===== config.mk =====
export PLATFORM = sky130hd
export DESIGN_NAME = ima_ctrl
export DESIGN_NICKNAME = d
export VERILOG_FILES = /design/src/sv/ima_pkg.sv /design/src/sv/ima_ctrl.sv
export SDC_FILE = /design/constraint.sdc
export NUM_CORES = 1
export LEC_CHECK = 0
export BUFFER_PORTS_ARGS = -buffer_cell sky130_fd_sc_hd__buf_2
export CAP_MARGIN = 20
export CORE_AREA = 4 4 41 43
export DETAILED_ROUTE_END_ITERATION = 7
export DIE_AREA = 0 0 45 47
export GPL_TIMING_DRIVEN = 0
export SLEW_MARGIN = 20
export SYNTH_ARGS = -nofsm -noshare
export SYNTH_HDL_FRONTEND = slang
export SYNTH_SLANG_ARGS = --single-unit

===== constraint.sdc =====
create_clock -name clk -period 1.5 [get_ports clk]
set_clock_uncertainty 0.05 [all_clocks]
set_input_delay 0.075 -clock clk [delete_from_list [all_inputs] [get_ports clk]]
set_output_delay 0.075 -clock clk [all_outputs]
set_load 0.01 [all_outputs]

===== src/sv/ima_pkg.sv =====
// ============================================================================
// ima_pkg
// Shared types, constants and codes of the integer matrix ALU.
// ============================================================================
package ima_pkg;

    localparam int MAX_DIM_DEF = 8;
    localparam int WIDTH_DEF   = 32;
    localparam int ELEM_W      = 32;
    localparam int CNT_W       = 4;
    localparam int MODE_W      = 3;
    localparam int IDX_W       = 3;

    localparam logic [MODE_W-1:0] OP_ADD  = 3'd0;
    localparam logic [MODE_W-1:0] OP_SUB  = 3'd1;
    localparam logic [MODE_W-1:0] OP_MUL  = 3'd2;
    localparam logic [MODE_W-1:0] OP_SCL  = 3'd3;
    localparam logic [MODE_W-1:0] OP_DIV  = 3'd4;
    localparam logic [MODE_W-1:0] OP_TRN  = 3'd5;
    localparam logic [MODE_W-1:0] OP_CMP  = 3'd6;

    localparam logic [IDX_W-1:0] REG_OP_MODE = 3'd0;
    localparam logic [IDX_W-1:0] REG_ROWS    = 3'd1;
    localparam logic [IDX_W-1:0] REG_INNER   = 3'd2;
    localparam logic [IDX_W-1:0] REG_COLS    = 3'd3;
    localparam logic [IDX_W-1:0] REG_SCALAR  = 3'd4;

    typedef enum logic [2:0] {
        ST_LOAD,
        ST_READ,
        ST_EXEC,
        ST_DIV,
        ST_EMIT,
        ST_WAIT
    } state_t;

    // controller -> datapath
    typedef struct packed {
        logic load;       // write incoming element into a store
        logic start;      // clear indices, load counters and accumulator
        logic issue;      // present read addresses for current index
        logic exec;       // consume read data
        logic div_start;  // launch divider
        logic push;       // place result into output register
        logic advance;    // step indices
    } ctrl_t;

    // datapath -> controller
    typedef struct packed {
        logic mac_more;   // multiply: more inner steps remain
        logic need_div;   // divide mode with nonzero divisor
        logic div_done;
        logic emit_now;   // this element produces an output
        logic run_done;   // last element processed
        logic no_output;  // mode emits nothing
        logic out_free;   // output register can take a value
    } stat_t;

endpackage


===== src/sv/ima_ctrl.sv =====
// ============================================================================
// ima_ctrl
// Run sequencer: load, read, execute, optional divide, emit, wait for output.
// ============================================================================
module ima_ctrl (
    input  logic             clk,
    input  logic             rst_n,
    input  logic             in_fire,
    input  logic             in_final,
    input  ima_pkg::stat_t   stat,
    output ima_pkg::ctrl_t   ctrl,
    output logic             in_ready
);

    ima_pkg::state_t state_reg, state_next;

    always_ff @(posedge clk or negedge rst_n)
    begin
        if (!rst_n)
        begin
            state_reg <= ima_pkg::ST_LOAD;
        end
        else
        begin
            state_reg <= state_next;
        end
    end

    always_comb
    begin
        state_next = state_reg;
        unique case (state_reg)
            ima_pkg::ST_LOAD:
            begin
                if (in_fire && in_final)
                begin
                    state_next = ima_pkg::ST_READ;
                end
            end
            ima_pkg::ST_READ:
            begin
                if (stat.no_output)
                begin
                    state_next = ima_pkg::ST_LOAD;
                end
                else
                begin
                    state_next = ima_pkg::ST_EXEC;
                end
            end
            ima_pkg::ST_EXEC:
            begin
                priority if (stat.mac_more)
                begin
                    state_next = ima_pkg::ST_READ;
                end
                else if (stat.need_div)
                begin
                    state_next = ima_pkg::ST_DIV;
                end
                else
                begin
                    state_next = ima_pkg::ST_EMIT;
                end
            end
            ima_pkg::ST_DIV:
            begin
                if (stat.div_done)
                begin
                    state_next = ima_pkg::ST_EMIT;
                end
            end
            ima_pkg::ST_EMIT:
            begin
                if (!stat.emit_now || stat.out_free)
                begin
                    state_next = stat.run_done ? ima_pkg::ST_WAIT : ima_pkg::ST_READ;
                end
            end
            ima_pkg::ST_WAIT:
            begin
                if (stat.out_free)
                begin
                    state_next = ima_pkg::ST_LOAD;
                end
            end
            default:
            begin
                state_next = ima_pkg::ST_LOAD;
            end
        endcase
    end

    always_comb
    begin
        ctrl     = '0;
        in_ready = 1'b0;
        unique case (state_reg)
            ima_pkg::ST_LOAD:
            begin
                in_ready   = 1'b1;
                ctrl.load  = in_fire;
                ctrl.start = in_fire && in_final;
            end
            ima_pkg::ST_READ:
            begin
                ctrl.issue = 1'b1;
            end
            ima_pkg::ST_EXEC:
            begin
                ctrl.exec      = 1'b1;
                ctrl.div_start = !stat.mac_more && stat.need_div;
            end
            ima_pkg::ST_DIV:
            begin
            end
            ima_pkg::ST_EMIT:
            begin
                if (!stat.emit_now || stat.out_free)
                begin
                    ctrl.push    = stat.emit_now;
                    ctrl.advance = 1'b1;
                end
            end
            ima_pkg::ST_WAIT:
            begin
            end
            default:
            begin
            end
        endcase
    end

endmodule


Word-level counts from Yosys, hierarchy flattened
Cells that the tools add are included.
- bits of input ports: 11
- word-level logic and storage cells: 32
- flip-flop bits (word level): 3
- equality and inequality tests: 9
- multiplexer cells: 15
- reduce and logical (&&, ||, !) cells: 7
- operators with widths (cell ; number):
    two-way mux 3 bit ; 7
    case mux 3 bit (6 select lines) ; 1
    two-way mux 2 bit ; 5
    != test 2 bit (second input constant) ; 4
    == test 3 x 2 -> 1 bit (second input constant) ; 2
    == test 3 bit (second input constant) ; 2
    AND reduction 4 bit ; 1
    == test 3 x 1 -> 1 bit (second input constant) ; 1
    zero test 3 bit ; 1
    logical AND 1 bit ; 2
    zero test 1 bit ; 2
    two-way mux 1 bit ; 2
    logical OR 1 bit ; 1

Logic depth before layout (Yosys ltp)
- depth after elaboration: 4
- mapped depth: 4
- depth with buffers taken out: 3

Least setup slack after synthesis
Ideal clock, no wire load.
- path type: flip-flop to flip-flop
- from: reg state_reg[0]
- to: reg state_reg[1]
- cell stages (with the launch flop): 5
- setup time: 78 ps
- slack: 259 ps
- arrival: 1113 ps
- cell sequence: dfrtp_1 > buf_6 > nor3b_2 > and3b_1 > o21bai_1
- longest elaborated chain between the ends: 3
- elaborated cells between the ends (all ways): 12
- those cells by class: 9 x eq/ne; 1 x mux; 2 x reduce/logical
- ends and longest elaborated chain (what ; RTL line ; RTL):
    start: declaration ; ima_ctrl.sv:15 ; ima_pkg::state_t state_reg, state_next;
    start signal: assignment ; ima_ctrl.sv:21 ; state_reg <= ima_pkg::ST_LOAD;
    start signal: assignment ; ima_ctrl.sv:25 ; state_reg <= state_next;
    == test 3 bit, or another cell as far along ; ima_ctrl.sv:32 ; unique case (state_reg)
    != test 2 bit (no source line) ; - ;
    AND reduction 4 bit (no source line) ; - ;
Parallel ways exist; a longest one is shown, timed or not.
A chain may end at the register's enable or synchronous reset.

==> flow_summary.yaml <==
cts:
  cts-root-buf: "clkbuf_4"
  cts_buffer_depth: 2
  tritoncts: "built"
  clock_latency_ns: 0.23
  cts_buffers: 3
  cts.sinks: 3
  htree_levels: 1
  clkTransAtPathRegs_ns: 0.04
grt:
  grt_max_degree: 11
  grtUsageTotal: 0.0839
  grt_use_met2: 0.136
  grt_overflow: 0
  grt_use_met3: 0.0268
  antenna_found_initial: 0
  grt_pass1_wl_mm: 1.28
  gr-usage-met1: 0.0959
  grt_pass1_vias: 327
  gr-max-usage-layer: "met2"
synthesis:
  synth.distinct_cells: 26
  synthCells: 37
  synth_area_um2: 318
  ys_seq_elements: 3
  synth_seq_area_share: 0.236
  ys_warn_count: 0
  syn-mean-instance-area_um2: 8.59
  syn_nets: 48
setup_path:
  max_stage_delay_ns: 0.36
  crit_type: "reg2out"
  slowest_stage: "dfrtp_1"
  cp_max_fo: 10
  worstPathRequired_ns: 1.37
  path_cells: "buf_6, nor2_2, and2_1, and3_1, buf_2"
  crit_arrival_ns: 1.27
  critPathCaptureType: "output pin"
  startpoint_type: "register"
place:
  placed_cell_area_um2: 427
  numPortBuffers: 18
  place_congestion: 0.706
  dpl.hpwl_um: 599
route:
  drtIter0Drc: 8
  viasPerCell: 4.67
  num_vias: 350
  totalWireLength_um: 763
  ant_nets: 0
  dr.pass1.iters: 4
  drc: 0
  post_drt_wl_per_cell_um: 10.2
finish:
  area_delta_synth_final_pct: 47.6
  largest_reg_flops: 3
  fin_nets: 72
  design_area_um2: 469
  n_antenna_cell: 0
  drive_gt1_frac: 0.483
timing:
  setup_violations: 0
  finalHoldViolCount: 0
  maxSlewHeadroom: 0.818
  fin_crit_sh: 0.930
  finalSetupTns_ns: 0
  rsz0062_at_grt: "false"
  fmax_mhz: 717
  worst_pin_slew_ns: 0.273
  post-route-min-period_ns: 1.39
  drv_slew: 0
power_and_ir_drop:
  ir_drop_uv: 783
  power.leakage_nw: 0.244
  p_per_area_mw_per_mm2: 1740
die:
  die_y_um: 47
  core-area_mm2: 0.00130
  dieArea_mm2: 0.00212
  floorplan.die.width_um: 45
  start_util: 0.244
  ios: 19
  rows: 13
hold_path:
  hold_class: "in2reg"
status:
  status: "complete, no violations"
run:
  maxCapViolations: 0
power by group:
group          leakage, nW  switching (W)  internal (W)
sequential          0.0383      0.0000120      0.000119
clock               0.0150      0.0000393     0.0000995
combinational        0.191       0.000279      0.000269
total                0.244       0.000330      0.000487
critical path, delay by kind of cell, from the launching register on:
family	cells	cell delay, ns
DFF	1	0.36
and+or+nand+nor	3	0.42
buffers and inverters	2	0.26
kinds of logic after synthesis:
logic type             count (synthesis)  share of synthesized area
DFF                                    3                      0.236
muxes                                  1                     0.0354
buffers and inverters                  4                      0.106
and+or+nand+nor                       22                      0.465
AOI/OAI and AO/OA                      7                      0.157
layout make-up:
class | count | area [um^2]
plain buffers | 3 | 30.0
repair buffers | 19 | 100
flip-flops and latches | 3 | 75.1
well taps | 15 | 18.8
inverters | 1 | 3.75
multi-input cells | 30 | 215
clock buffers | 4 | 26.3
fillers | 151 | 832
what timing repair did:
action	in CTS	in global routing
resized for setup	0	1
hold buffers	1	0
endpoints found under the setup margin	0	1
endpoints found under the hold margin	3	0
buffers inserted	0	0
cells in the final DEF, fill, tap and decap left out, types with 2 or more instances in the layout:
| cell | netlist | routed |
|---|---|---|
| nor3b_1 | 2 | 2 |
| nor2_1 | 3 | 3 |
| clkbuf_4 | 0 | 3 |
| and2_1 | 2 | 2 |
| nor2b_1 | 2 | 2 |
| dfrtp_1 | 3 | 3 |
| buf_2 | 0 | 18 |
| and3_1 | 2 | 2 |
| nand2b_1 | 3 | 3 |
| buf_6 | 2 | 2 |
layer usage:
layer	vias to the layer above	part of all wire	wire (um)
met1	154	0.43	329
li1	179	-	-
met2	17	0.46	353
met5	-	0	0
met4	0	0	0
met3	0	0.10	79
per-stage QoR:
step | cells | power (W) | worst slack [ns] | utilization | hold slack, ns
global route | 75 | 0.000900 | 0.0177 | 0.361 | 0.109
CTS | 75 | 0.000806 | 0.0828 | 0.356 | 0.0997
global placement | 70 | 0.000652 | 0.297 | 0.328 | -0.178
detailed placement | 70 | 0.000658 | 0.284 | 0.328 | -0.178
finish | 75 | 0.000818 | 0.105 | 0.361 | 0.0995
floorplan | 37 | 0.000522 | 0.259 | - | -0.271
synthesized netlist by cell type, drive strengths merged:
| cell type | count | area [um^2] |
|---|---|---|
| and3b | 1 | 8.76 |
| and3 | 2 | 12.5 |
| a21oi | 1 | 5.00 |
| nor3 | 2 | 15.0 |
| nand2 | 1 | 3.75 |
| or2 | 1 | 6.26 |
| and4bb | 1 | 12.5 |
| inv | 1 | 3.75 |
| nor2 | 4 | 17.5 |
| nand2b | 3 | 18.8 |
| a211oi | 1 | 7.51 |
| dfrtp | 3 | 75.1 |
| mux2 | 1 | 11.3 |
| o21bai | 1 | 7.51 |
| a222oi | 1 | 10.0 |
| a2bb2oi | 1 | 8.76 |
| nor3b | 3 | 27.5 |
| buf | 3 | 30.0 |
| o22ai | 1 | 6.26 |
| o21ai | 1 | 5.00 |
| nor2b | 2 | 12.5 |
| and2 | 2 | 12.5 |
final timing paths:
check	start	end	slack, ns	depth (start not counted)
worst max-delay path	state_reg[0]	ctrl[1]	0.11	5
worst min-delay path	in_final	state_reg[0]	0.1	3
worst max register to register	state_reg[2]	state_reg[0]	0.28	4
worst min register to register	state_reg[1]	state_reg[2]	0.64	3
max in group asynchronous	rst_n	state_reg[1]	1.18	2
min in group asynchronous	rst_n	state_reg[0]	0.12	2
(Power assumes the default switching activity.)
